==> src/hw/rtl/command_token_lexer_macros.svh <==
// assertion macros shared by the lexer rtl
`ifndef COMMAND_TOKEN_LEXER_MACROS_SVH
`define COMMAND_TOKEN_LEXER_MACROS_SVH

`ifndef ASSERT_OFF
// checked only out of reset
`define CTL_ASSERT(lbl, prop, msg) \
  lbl: assert property (@(posedge clk_i) disable iff (!rst_ni) prop) else $error(msg);
// checked on every edge, reset included
`define CTL_ASSERT_ALWAYS(lbl, prop, msg) \
  lbl: assert property (@(posedge clk_i) prop) else $error(msg);
`else
`define CTL_ASSERT(lbl, prop, msg)
`define CTL_ASSERT_ALWAYS(lbl, prop, msg)
`endif

`endif

==> src/hw/rtl/ctl_pkg.sv <==
// types, constants and keyword tables of the command token lexer
package ctl_pkg;

  localparam int unsigned DefMaxTokens = 3;

  localparam logic [7:0] CharNul   = 8'h00;
  localparam logic [7:0] CharSpace = 8'h20;
  localparam logic [7:0] CharZero  = "0";
  localparam logic [7:0] CharNine  = "9";
  localparam logic [7:0] CharUpA   = "A";
  localparam logic [7:0] CharUpF   = "F";
  localparam logic [7:0] CharX     = "x";
  localparam logic [3:0] HexTen    = 4'd10;

  localparam logic [2:0] PosMax    = 3'd7;
  localparam logic [2:0] PosHexLo  = 3'd2;
  localparam logic [2:0] PosHexHi  = 3'd5;
  localparam logic [2:0] NumPosMin = 3'd3;
  localparam logic [2:0] NumPosMax = 3'd6;

  localparam int unsigned KwCount = 3;
  localparam logic [KwCount-1:0] KwAllCand = '1;

  typedef enum logic [1:0] {
    KIND_KEYWORD = 2'd0,
    KIND_NUMBER  = 2'd1,
    KIND_STRING  = 2'd2
  } token_kind_e;

  typedef enum logic [1:0] {
    KW_LOAD  = 2'd0,
    KW_STORE = 2'd1,
    KW_RESET = 2'd2
  } kw_code_e;

  typedef struct packed {
    logic        token_valid;
    token_kind_e token_kind;
    kw_code_e    keyword_code;
    logic [15:0] number_value;
    logic [1:0]  token_index;
    logic        message_end;
    logic [1:0]  token_count;
  } ctl_result_t;

  function automatic logic [2:0] kw_len(kw_code_e code);
    logic [2:0] len;
    case (code)
      KW_LOAD:  len = 3'd4;
      KW_STORE: len = 3'd5;
      KW_RESET: len = 3'd5;
      default:  len = 3'd0;
    endcase
    return len;
  endfunction

  // character of a keyword at a position, zero past its end
  function automatic logic [7:0] kw_char(kw_code_e code, logic [2:0] pos);
    logic [7:0] ch;
    ch = CharNul;
    case (code)
      KW_LOAD: begin
        case (pos)
          3'd0:    ch = "l";
          3'd1:    ch = "o";
          3'd2:    ch = "a";
          3'd3:    ch = "d";
          default: ch = CharNul;
        endcase
      end
      KW_STORE: begin
        case (pos)
          3'd0:    ch = "s";
          3'd1:    ch = "t";
          3'd2:    ch = "o";
          3'd3:    ch = "r";
          3'd4:    ch = "e";
          default: ch = CharNul;
        endcase
      end
      KW_RESET: begin
        case (pos)
          3'd0:    ch = "r";
          3'd1:    ch = "e";
          3'd2:    ch = "s";
          3'd3:    ch = "e";
          3'd4:    ch = "t";
          default: ch = CharNul;
        endcase
      end
      default: ch = CharNul;
    endcase
    return ch;
  endfunction

  function automatic logic kw_hit(kw_code_e code, logic [2:0] pos, logic [7:0] ch);
    return (pos < kw_len(code)) && (kw_char(code, pos) == ch);
  endfunction

endpackage

==> src/hw/rtl/ctl_core.sv <==
// lexer state and per-character token classification
`include "command_token_lexer_macros.svh"

module ctl_core #(
  parameter int unsigned MaxTokens = ctl_pkg::DefMaxTokens
) (
  input  logic                clk_i,
  input  logic                rst_ni,
  input  logic                adv_i,
  input  logic [7:0]          char_i,
  output logic                res_vld_o,
  output ctl_pkg::ctl_result_t res_o
);
  import ctl_pkg::*;

  localparam int unsigned TsW = $clog2(MaxTokens + 1);

  logic               inside_q, inside_d;
  logic [TsW-1:0]     ts_q, ts_d;
  logic [2:0]         pos_q, pos_d;
  logic [KwCount-1:0] cand_q, cand_d;
  logic [15:0]        acc_q, acc_d;
  logic               hv_q, hv_d;

  logic               is_end, is_sp, start, take, tok_end;
  logic [2:0]         pos_e;
  logic [KwCount-1:0] cand_e, cand_n;
  logic [15:0]        acc_e, acc_n;
  logic               hv_e, hv_n;
  logic [3:0]         digit;
  logic               digit_ok;
  logic [TsW+1:0]     ts_ext, ts_m1;
  logic               kw_found;
  kw_code_e           kw_sel;

  assign is_end  = (char_i == CharNul);
  assign is_sp   = (char_i == CharSpace);
  assign start   = !inside_q && !is_end && !is_sp && (ts_q < TsW'(MaxTokens));
  assign take    = !is_end && !is_sp && (inside_q || start);
  assign tok_end = inside_q && (is_end || is_sp);

  // a new token starts from cleared token state
  assign pos_e  = start ? 3'd0 : pos_q;
  assign cand_e = start ? KwAllCand : cand_q;
  assign acc_e  = start ? 16'd0 : acc_q;
  assign hv_e   = start ? 1'b1 : hv_q;

  always_comb begin
    digit    = 4'd0;
    digit_ok = 1'b1;
    if (char_i >= CharZero && char_i <= CharNine) begin
      digit = 4'(char_i - CharZero);
    end else if (char_i >= CharUpA && char_i <= CharUpF) begin
      digit = 4'(char_i - CharUpA) + HexTen;
    end else begin
      digit_ok = 1'b0;
    end
  end

  always_comb begin
    cand_n = cand_e;
    for (int k = 0; k < KwCount; k++) begin
      if (!kw_hit(kw_code_e'(2'(k)), pos_e, char_i)) begin
        cand_n[k] = 1'b0;
      end
    end
    acc_n = acc_e;
    hv_n  = hv_e;
    if (pos_e == 3'd0) begin
      if (char_i != CharZero) hv_n = 1'b0;
    end else if (pos_e == 3'd1) begin
      if (char_i != CharX) hv_n = 1'b0;
    end else if (pos_e >= PosHexLo && pos_e <= PosHexHi) begin
      if (!digit_ok) hv_n = 1'b0;
      acc_n = {acc_e[11:0], digit};
    end else begin
      hv_n = 1'b0;
    end
  end

  // keyword match, lowest code first
  always_comb begin
    kw_found = 1'b0;
    kw_sel   = KW_LOAD;
    for (int k = KwCount - 1; k >= 0; k--) begin
      if (cand_q[k] && pos_q == kw_len(kw_code_e'(2'(k)))) begin
        kw_found = 1'b1;
        kw_sel   = kw_code_e'(2'(k));
      end
    end
  end

  assign ts_ext = {2'b00, ts_q};
  assign ts_m1  = ts_ext - 1'b1;

  always_comb begin
    res_o = '0;
    if (tok_end) begin
      res_o.token_valid = 1'b1;
      res_o.token_index = ts_m1[1:0];
      if (kw_found) begin
        res_o.token_kind   = KIND_KEYWORD;
        res_o.keyword_code = kw_sel;
      end else if (hv_q && pos_q >= NumPosMin && pos_q <= NumPosMax) begin
        res_o.token_kind   = KIND_NUMBER;
        res_o.number_value = acc_q;
      end else begin
        res_o.token_kind = KIND_STRING;
      end
    end
    if (is_end) begin
      res_o.message_end = 1'b1;
      res_o.token_count = ts_ext[1:0];
    end
  end

  assign res_vld_o = adv_i && (is_end || tok_end);

  always_comb begin
    inside_d = inside_q;
    ts_d     = ts_q;
    pos_d    = pos_q;
    cand_d   = cand_q;
    acc_d    = acc_q;
    hv_d     = hv_q;
    if (adv_i) begin
      if (is_end || tok_end) begin
        inside_d = 1'b0;
        pos_d    = 3'd0;
        cand_d   = KwAllCand;
        acc_d    = 16'd0;
        hv_d     = 1'b1;
        if (is_end) ts_d = '0;
      end else if (take) begin
        inside_d = 1'b1;
        if (start) ts_d = ts_q + 1'b1;
        pos_d    = (pos_e < PosMax) ? pos_e + 3'd1 : pos_e;
        cand_d   = cand_n;
        acc_d    = acc_n;
        hv_d     = hv_n;
      end
    end
  end

  always_ff @(posedge clk_i or negedge rst_ni) begin
    if (!rst_ni) begin
      inside_q <= 1'b0;
      ts_q     <= '0;
      pos_q    <= 3'd0;
      cand_q   <= KwAllCand;
      acc_q    <= 16'd0;
      hv_q     <= 1'b1;
    end else begin
      inside_q <= inside_d;
      ts_q     <= ts_d;
      pos_q    <= pos_d;
      cand_q   <= cand_d;
      acc_q    <= acc_d;
      hv_q     <= hv_d;
    end
  end

  `CTL_ASSERT(end_clears_count, adv_i && is_end |=> ts_q == '0, "count not cleared at message end")
  `CTL_ASSERT(start_counts_token, $rose(inside_q) |-> ts_q == $past(ts_q) + 1'b1, "token started without count")
  `CTL_ASSERT(count_in_range, ts_q <= TsW'(MaxTokens), "token count above limit")

endmodule

==> src/hw/rtl/ctl_res_buf.sv <==
// two-entry result buffer between the lexer core and the output stream
`include "command_token_lexer_macros.svh"

module ctl_res_buf (
  input  logic                clk_i,
  input  logic                rst_ni,
  input  logic                push_i,
  input  ctl_pkg::ctl_result_t data_i,
  output logic                space_o,
  output logic                vld_o,
  input  logic                rdy_i,
  output ctl_pkg::ctl_result_t data_o
);
  import ctl_pkg::*;

  localparam logic [1:0] BufFull = 2'd2;

  ctl_result_t mem_q [2];
  logic        wr_ptr_q, wr_ptr_d;
  logic        rd_ptr_q, rd_ptr_d;
  logic [1:0]  cnt_q, cnt_d;
  logic        pop;

  assign space_o = (cnt_q != BufFull);
  assign vld_o   = (cnt_q != 2'd0);
  assign data_o  = mem_q[rd_ptr_q];
  assign pop     = vld_o && rdy_i;

  always_comb begin
    wr_ptr_d = push_i ? !wr_ptr_q : wr_ptr_q;
    rd_ptr_d = pop ? !rd_ptr_q : rd_ptr_q;
    cnt_d    = cnt_q + {1'b0, push_i} - {1'b0, pop};
  end

  always_ff @(posedge clk_i) begin
    if (push_i) mem_q[wr_ptr_q] <= data_i;
  end

  always_ff @(posedge clk_i or negedge rst_ni) begin
    if (!rst_ni) begin
      wr_ptr_q <= 1'b0;
      rd_ptr_q <= 1'b0;
      cnt_q    <= 2'd0;
    end else begin
      wr_ptr_q <= wr_ptr_d;
      rd_ptr_q <= rd_ptr_d;
      cnt_q    <= cnt_d;
    end
  end

  `CTL_ASSERT(no_push_when_full, push_i |-> cnt_q != BufFull, "request pushed into full buffer")
  `CTL_ASSERT_ALWAYS(ptr_gap_matches_count, (cnt_q == BufFull) || (cnt_q == 2'd0) ? wr_ptr_q == rd_ptr_q : wr_ptr_q != rd_ptr_q, "buffer pointers out of step")

endmodule

==> src/hw/rtl/command_token_lexer.sv <==
// command token lexer: splits a character stream into classified tokens
// Takes one character per cycle and keeps that rate indefinitely while the output side
// is ready; a character passes an input register, the lexer state update and
// classification, and its report is held in a two-entry result buffer for the output.
// Spaces end tokens and a zero byte ends the message; only those characters produce a
// request on the output, which carries the token report (kind, keyword code or hex value,
// index) and, at message end, tlast and the token count. Tokens beyond MaxTokens in one
// message are dropped.
module command_token_lexer #(
  parameter int unsigned MaxTokens = ctl_pkg::DefMaxTokens
) (
  input  logic        clk_i,
  input  logic        rst_ni,
  input  logic        s_axis_tvalid_i,
  output logic        s_axis_tready_o,
  input  logic [7:0]  s_axis_tdata_i,   // [7:0] char_code
  output logic        m_axis_tvalid_o,
  input  logic        m_axis_tready_i,
  // [0] token_valid, [2:1] keyword_code, [18:3] number_value,
  // [20:19] token_index, [22:21] token_count, [23] zero
  output logic [23:0] m_axis_tdata_o,
  output logic [1:0]  m_axis_tuser_o,   // [1:0] token_kind
  output logic        m_axis_tlast_o    // message_end
);
  import ctl_pkg::*;

  logic        in_vld_q, in_vld_d;
  logic [7:0]  in_char_q;
  logic        adv, space, res_vld;
  ctl_result_t res, head;

  assign adv             = in_vld_q && space;
  assign s_axis_tready_o = !in_vld_q || adv;
  assign in_vld_d        = s_axis_tready_o ? s_axis_tvalid_i : in_vld_q;

  always_ff @(posedge clk_i or negedge rst_ni) begin
    if (!rst_ni) begin
      in_vld_q <= 1'b0;
    end else begin
      in_vld_q <= in_vld_d;
    end
  end

  always_ff @(posedge clk_i) begin
    if (s_axis_tvalid_i && s_axis_tready_o) in_char_q <= s_axis_tdata_i;
  end

  ctl_core #(
    .MaxTokens(MaxTokens)
  ) u_core (
    .clk_i    (clk_i),
    .rst_ni   (rst_ni),
    .adv_i    (adv),
    .char_i   (in_char_q),
    .res_vld_o(res_vld),
    .res_o    (res)
  );

  ctl_res_buf u_res_buf (
    .clk_i  (clk_i),
    .rst_ni (rst_ni),
    .push_i (res_vld),
    .data_i (res),
    .space_o(space),
    .vld_o  (m_axis_tvalid_o),
    .rdy_i  (m_axis_tready_i),
    .data_o (head)
  );

  assign m_axis_tdata_o = {1'b0, head.token_count, head.token_index, head.number_value,
                           head.keyword_code, head.token_valid};
  assign m_axis_tuser_o = head.token_kind;
  assign m_axis_tlast_o = head.message_end;

endmodule

==> config.mk <==
export PLATFORM = sky130hd
export DESIGN_NAME = command_token_lexer
export DESIGN_NICKNAME = d
export VERILOG_FILES = /design/src/hw/rtl/ctl_pkg.sv /design/src/hw/rtl/ctl_core.sv /design/src/hw/rtl/ctl_res_buf.sv /design/src/hw/rtl/command_token_lexer.sv
export VERILOG_INCLUDE_DIRS = /design/src /design/src/hw/rtl
export SDC_FILE = /design/constraint.sdc
export NUM_CORES = 1
export LEC_CHECK = 0
export ABC_AREA = 0
export BUFFER_PORTS_ARGS = -buffer_cell sky130_fd_sc_hd__buf_2
export CAP_MARGIN = 20
export CORE_MARGIN = 4
export CORE_UTILIZATION = 59
export CTS_CLUSTER_DIAMETER = 100
export DETAILED_ROUTE_END_ITERATION = 12
export PLACE_DENSITY_LB_ADDON = 0.12
export SKIP_CTS_REPAIR_TIMING = 1
export SLEW_MARGIN = 20
export SYNTH_ARGS = -nofsm -noshare
export SYNTH_HDL_FRONTEND = slang
export SYNTH_SLANG_ARGS = --single-unit
==> constraint.sdc <==
create_clock -name clk_i -period 5 [get_ports clk_i]
set_clock_uncertainty 0.2 [all_clocks]
set_input_delay 0.5 -clock clk_i [delete_from_list [all_inputs] [get_ports clk_i]]
set_output_delay 0.5 -clock clk_i [all_outputs]
set_load 0.005 [all_outputs]
==> run metrics, run 1 <==
first-pass GRT wire length 14.2 mm; Worst-path clk slew 0.09 ns; Ys Warns 0; Cells after DPL 484; Starting Density 61.5%; sequential element share of the synthesized area 57.3%; synthesized net count 392; top-area cell type share of the netlist area 40.0%; Layout Cells excl Fill 500; Final #Nets 424; number of global-route vias before repair 2788; TritonCTS clock tree yes; Post-synth ARST share 34.1%; CTS Buf Count 9; register area 2580 um^2; I/O pins 41; f_max 0.239 GHz; pin count of the biggest net entering global routing 32; worst path cell trace inv_1 -> ha_1 -> nor4b_4 -> a21o_1 -> nand2_1 -> inv_1 -> ha_1 -> nor3_1 -> a211oi_1 -> nor4_1 -> a21oi_1 -> or4b_1 -> o41ai_2; Post-synth EDFFs 60; R2R Path End u_core.cand_q[1]$_DFFE_PN1P_; CP endpoint kind flop; CP startpoint in_char_q[0]$_DFFE_PP_; Yosys cell types 60; Worst Setup EP u_core.cand_q[1]$_DFFE_PN1P_; synth cell count leaders edfxtp_1 (60), dfrtp_1 (27), mux2_2 (27); clk sinks 91; DRT Wirelength 8.71 mm; Die H 95.4 um; CP max stage delay 0.54 ns; Worst Path Required 5.06 ns; die area 9110 um^2; pwr dens 422 nW/um^2; setup TNS 0 ns; Clock Power Share 20.9%; final-report setup violation count 0; hpwl dp 6.08 mm; clock insertion delay at the later pin of the skew report 0.35 ns; Logic pwr share 30.3%; row count 31; Worst Tran Pin Value 0.980 ns; Max VDD drop 220 uV; GPL Wtd Cong 0.971; cell area after synthesis 4510 um^2; Worst slew margin 34.4%; # DRC 0; number of nets with antenna violations after routing 0; H-Tree Level Count 3; Critical R2R Launch in_char_q[0]$_DFFE_PP_; Net Switching 0.730 mW; switch share 35.0%; failing checks hold timing; main area contributors after synthesis edfxtp_1 (40%), dfrtp_1 (15%), mux2_2 (6.7%), ha_1 (4.4%), and2_1 (3.1%); Iteration-0 DRC Markers 202; Synth Flop Type edfxtp_1; GR Util All Layers 20.6%; crit path DAT 4.24 ns; per-cell routed wire length 17.4 um; top-count cell post-synth edfxtp_1; count of final max-slew check failures 0; synthesized netlist cell count 364; PortBufs 39; worst min-delay path class in -> async; critical path launch point type flop; n_diodes 0; Static Leak 1.78 nW; CP Class reg -> reg; Max clock buf depth 2; Root Driver clkbuf_8; initial antenna violation count 0; top cell type by total area after synthesis edfxtp_1; final worst path period need 4.19 ns; layout cells sized above 1 25.2%; Seq pwr share 48.8%; status complete, but fails checks; grt total ovfl 0; Area growth, synth to finish 9.46%; Seq cells post-synth 91; Syn Area/Cell 12.4 um^2; die width 95.4 um; max cap viols 0; detailed-router iteration count before antenna repair 4; Hold WS -0.00433 ns; Worst Reg-to-Reg Cells 13; internal power 1.35 mW; CP max stage cell edfxtp_1; DR vias 2967; final hold vios 13; crit path max fanout 10; core area 7330 um^2; Filler Cells Inserted 540; RSZ-0062 raised after global routing no; via/cell ratio 5.93; flop2flop setup slack 0.81 ns; period utilization 83.7%; multi-input logic area 1790 um^2
[layout make-up]
cell class | count | area share (%)
clock inverter | 5 | 0.786
timing repair buffer | 41 | 4.26
inverter | 15 | 1.14
clock buffer | 11 | 2.66
tap | 99 | 2.51
sequential | 91 | 52.3
multi-input combinational | 238 | 36.3
[power by group through the flow]
stage	Clock, mW	Combinational, mW	Sequential, mW
after floorplan	0	0.554	0.931
after global placement	0	0.624	1.03
after detailed placement	0	0.626	1.03
after CTS	0.447	0.630	1.02
after global routing	0.487	0.688	1.03
final	0.436	0.631	1.02
[cell families (layout without fill, tap and decap cells)]
kind of cell / after synthesis / after routing / synth area share [%]
multiplexers: 29 / 29 / 7.19
AND/OR/NAND/NOR: 102 / 102 / 12.9
AO/OA/AOI/OAI: 81 / 81 / 13.3
buffers and inverters: 35 / 72 / 3.05
other: 1 / 1 / 0.0832
flip-flops: 91 / 91 / 57.3
XOR/XNOR: 9 / 9 / 1.75
adder cells (fa/ha/maj): 16 / 16 / 4.44
[per-stage QoR]
stage | worst slack (ns) | total power, mW | instance area, um^2 | utilization [%] | hold WS, ns
floorplan | 1.29 | 1.48 | 4510 | - | 0.00441
global placement | 1.05 | 1.65 | 4760 | 65.0 | 0.286
detailed placement | 0.956 | 1.66 | 4760 | 65.0 | 0.289
CTS | 0.925 | 2.09 | 4930 | 67.3 | -0.00917
global route | 0.529 | 2.21 | 4940 | 67.3 | 0.0211
finish | 0.813 | 2.08 | 4940 | 67.3 | -0.00433
[how the worst min path moves through the flow]
stage                                 start                           end  slack, ns
5_1_grt                              rst_ni  u_core.acc_q[11]$_DFFE_PN0P_       0.02
6_report                             rst_ni   u_core.pos_q[0]$_DFFE_PN0P_     -0.004
3_5_place_dp   u_core.acc_q[15]$_DFFE_PN0P_  u_core.acc_q[15]$_DFFE_PN0P_       0.29
4_1_cts                              rst_ni   u_core.acc_q[2]$_DFFE_PN0P_     -0.009
3_3_place_gp   u_core.acc_q[15]$_DFFE_PN0P_  u_core.acc_q[15]$_DFFE_PN0P_       0.29
2_1_floorplan                        rst_ni          in_vld_q$_DFFE_PN0N_      0.004
[sequential cells by signal (all words and copies together), names as in the netlist]
signal              cells
u_res_buf.mem_q        52
u_core.acc_q           16
in_char_q               8
u_core.cand_q           3
u_core.pos_q            3
u_core.ts_q             2
u_res_buf.cnt_q         2
in_vld_q                1
u_core.hv_q             1
u_core.inside_q         1
u_res_buf.rd_ptr_q      1
u_res_buf.wr_ptr_q      1
[layer usage]
layer	global-route usage, %	part of all wire [%]	vias to the layer above
met1	28.2	43	1433
met5	0	0	-
met4	6.16	1.4	0
met3	4.10	5.6	10
met2	33.4	50	105
li1	-	-	1419
[placed cells by master, fill, tap and decap left out, types with 7 or more instances in the layout]
| cell type | synthesis | layout |
|---|---|---|
| a21oi_1 | 15 | 15 |
| a22o_1 | 14 | 14 |
| and2_1 | 22 | 22 |
| dfrtp_1 | 27 | 26 |
| edfxtp_1 | 60 | 60 |
| buf_2 | 2 | 39 |
| mux2_2 | 27 | 27 |
| clkbuf_8 | 0 | 9 |
| o21ai_0 | 10 | 10 |
| nand3_1 | 8 | 8 |
| o2bb2ai_1 | 7 | 7 |
| nor2_1 | 22 | 21 |
| inv_1 | 14 | 14 |
| ha_1 | 16 | 16 |
| nand2_1 | 19 | 19 |
[critical path: cells and delay by family (launching register included)]
kind / cells / cell delay [ns]
and+or+nand+nor: 5 / 1.21
AOI/OAI and AO/OA: 4 / 1.13
adders and majority gates: 2 / 0.60
DFF: 1 / 0.54
buffers and inverters: 2 / 0.41
Note: power is estimated with default switching activity, not from simulation.
==> run 2, diff against run 1 <==
--- a/config.mk
+++ b/config.mk
@@ -10,7 +10,7 @@
 export BUFFER_PORTS_ARGS = -buffer_cell sky130_fd_sc_hd__buf_2
 export CAP_MARGIN = 20
 export CORE_MARGIN = 4
-export CORE_UTILIZATION = 59
+export CORE_UTILIZATION = 54
 export CTS_CLUSTER_DIAMETER = 100
 export DETAILED_ROUTE_END_ITERATION = 12
 export PLACE_DENSITY_LB_ADDON = 0.12
==> constraint.sdc (replaced) <==
create_clock -name clk_i -period 3.7 [get_ports clk_i]
set_clock_uncertainty 0.2 [all_clocks]
set_input_delay 0.37 -clock clk_i [delete_from_list [all_inputs] [get_ports clk_i]]
set_output_delay 0.37 -clock clk_i [all_outputs]
set_load 0.005 [all_outputs]
==> run 2 against run 1 <==
  * The flow now finishes without violations
  * Largest cell class unchanged
  * Worst setup slack got worse by 0.56 ns
  * Utilization is 3.8 points lower
  * Sequential power increased by 31%
  * Clock power grew 49%
  * Global-route usage decreased by 1.4 points
  * Via count increased by 2.4%
  * Flip-flop and latch count unchanged
  * Routed wire length is 1.9% higher
  * Hold slack better by 0.13 ns
==> run metrics, run 2 (synthesis results as in run 1) <==
status finished, final reports clean; DRT Wirelength 8.88 mm; Starting Density 55.2%; GPL Wtd Cong 0.967; f_max 0.290 GHz; detailed-router iteration count before antenna repair 4; Net Switching 1.03 mW; Worst Path Required 3.76 ns; I/O pins 41; most used cell, CP ha_1; worst min-delay path class in -> reg; Static Leak 1.92 nW; TritonCTS clock tree yes; CP Class reg -> reg; pwr dens 563 nW/um^2; crit path DAT 3.51 ns; period utilization 93.2%; die width 99.4 um; setup TNS 0 ns; top flop regs u_res_buf.mem_q: 52 flops, u_core.acc_q: 16 flops, in_char_q: 8 flops; layout cells sized above 1 28.3%; final worst path period need 3.45 ns; Worst slew margin 51.0%; row count 33; core area 8180 um^2; Max VDD drop 301 uV; flop2flop setup slack 0.25 ns; Area after DPL 4900 um^2; Root Driver clkbuf_8; flip-flop count of the largest register after layout 52; DP Worst Slack 0.285 ns; count of final max-slew check failures 0; initial antenna violation count 0; PortBufs 39; die area 9880 um^2; Area growth, synth to finish 15.3%; most common cell after layout, fill and taps aside edfxtp_1; Final #Nets 451; # DRC 0; WHS Endpoint u_res_buf.rd_ptr_q$_DFFE_PN0P_; Seq pwr share 45.8%; internal power 1.89 mW; clock insertion delay at the later pin of the skew report 0.36 ns; GR Util All Layers 19.2%; Worst-path clk slew 0.09 ns; via/cell ratio 5.70; max cap viols 0; n_diodes 0; critical path launch point type flop; Most flops, register u_res_buf.mem_q; clk sinks 91; crit path max fanout 9; CP max stage delay 0.46 ns; RSZ-0062 raised after global routing no; R2R Path End u_core.cand_q[1]$_DFFE_PN1P_; Critical R2R Launch u_core.ts_q[0]$_DFFE_PN0P_; final worst slack 0.253 ns; Worst Reg-to-Reg Cells 11; Die H 99.4 um; final hold vios 0; worst path cell trace ha_1 -> or2_2 -> a21o_1 -> nand2_1 -> ha_1 -> nor3_1 -> a211oi_2 -> nor4_1 -> a21oi_1 -> or4b_1 -> o41ai_2; CP max stage cell or4b_1; per-cell routed wire length 16.7 um; CP endpoint kind flop; number of global-route vias before repair 2939; worst hold start m_axis_tready_i; pin count of the biggest net entering global routing 32; final-report setup violation count 0; first-pass GRT wire length 14.9 mm; hpwl dp 6.19 mm; Logic pwr share 32.0%; Max clock buf depth 2; commonest non-fill, non-tap cells in the layout edfxtp_1 (60), buf_2 (39), mux2_2 (27), dfrtp_1 (26), and2_1 (22); Finished Core Util 63.6%; Worst Tran Pin Value 0.735 ns; CTS Buf Count 9; switch share 35.3%; Clock Power Share 22.2%; DR vias 3037; grt total ovfl 0; H-Tree Level Count 3; Worst Hold Depth 3; Iteration-0 DRC Markers 166; final instance area 5200 um^2; Cells after DPL 507; number of nets with antenna violations after routing 0; Layout Cells excl Fill 533
[run 2: cell count changes in the layout (fill, tap and decap cells not counted), sizes merged]
cell,previous run,this run
clkbuf,11,9
clkinvlp,1,0
inv,16,19
buf,41,58
dlygate4sd3,0,10
[run 2: layout make-up]
type / count / area (um^2)
clock buffers: 9 / 124
clock inverters: 7 / 67.6
fillers: 680 / 2980
inverters: 15 / 56.3
multi-input cells: 238 / 1800
flip-flops and latches: 91 / 2580
well taps: 105 / 131
repair buffers: 68 / 438
[run 2: critical path: cells and delay by family (launching register included)]
family	cells	cell delay, ns
AND/OR/NAND/NOR	5	1.18
adder cells (fa/ha/maj)	2	0.65
AO/OA/AOI/OAI	4	0.87
flip-flops	1	0.45
[run 2: how the worst max path moves through the flow]
stage                          startpoint                           end  slack [ns]  cells past startpoint
5_1_grt        u_core.ts_q[0]$_DFFE_PN0P_  u_core.cand_q[1]$_DFFE_PN1P_        0.07                     11
6_report       u_core.ts_q[0]$_DFFE_PN0P_  u_core.cand_q[1]$_DFFE_PN1P_        0.25                     11
4_1_cts        u_core.ts_q[0]$_DFFE_PN0P_  u_core.cand_q[1]$_DFFE_PN1P_        0.26                     11
3_5_place_dp   u_core.ts_q[0]$_DFFE_PN0P_  u_core.cand_q[1]$_DFFE_PN1P_        0.29                     11
3_3_place_gp   u_core.ts_q[0]$_DFFE_PN0P_  u_core.cand_q[1]$_DFFE_PN1P_        0.40                     11
2_1_floorplan      in_char_q[0]$_DFFE_PP_  u_core.cand_q[1]$_DFFE_PN1P_        0.10                     15
[run 2: stage by stage]
step | hold WS (ns) | power (mW)
floorplan | -0.126 | 2.01
global placement | 0.267 | 2.28
detailed placement | 0.273 | 2.28
CTS | -0.130 | 2.93
global route | 0.158 | 3.12
finish | 0.129 | 2.93
[run 2: per-layer routing]
metal | up-vias | wire [um] | GRT usage [%]
li1 | 1473 | - | -
met1 | 1471 | 3990 | 25.6
met2 | 82 | 4360 | 31.2
met3 | 11 | 387 | 3.86
met4 | 0 | 147 | 7.35
met5 | - | 0 | 0
[run 2: power groups by stage]
stage	Combinational (mW)	Clock [mW]	Sequential, mW
2_1_floorplan	0.753	0	1.26
3_3_place_gp	0.925	0	1.36
4_1_cts	0.927	0.662	1.34
3_5_place_dp	0.922	0	1.36
6_report	0.936	0.649	1.34
5_1_grt	1.04	0.714	1.36
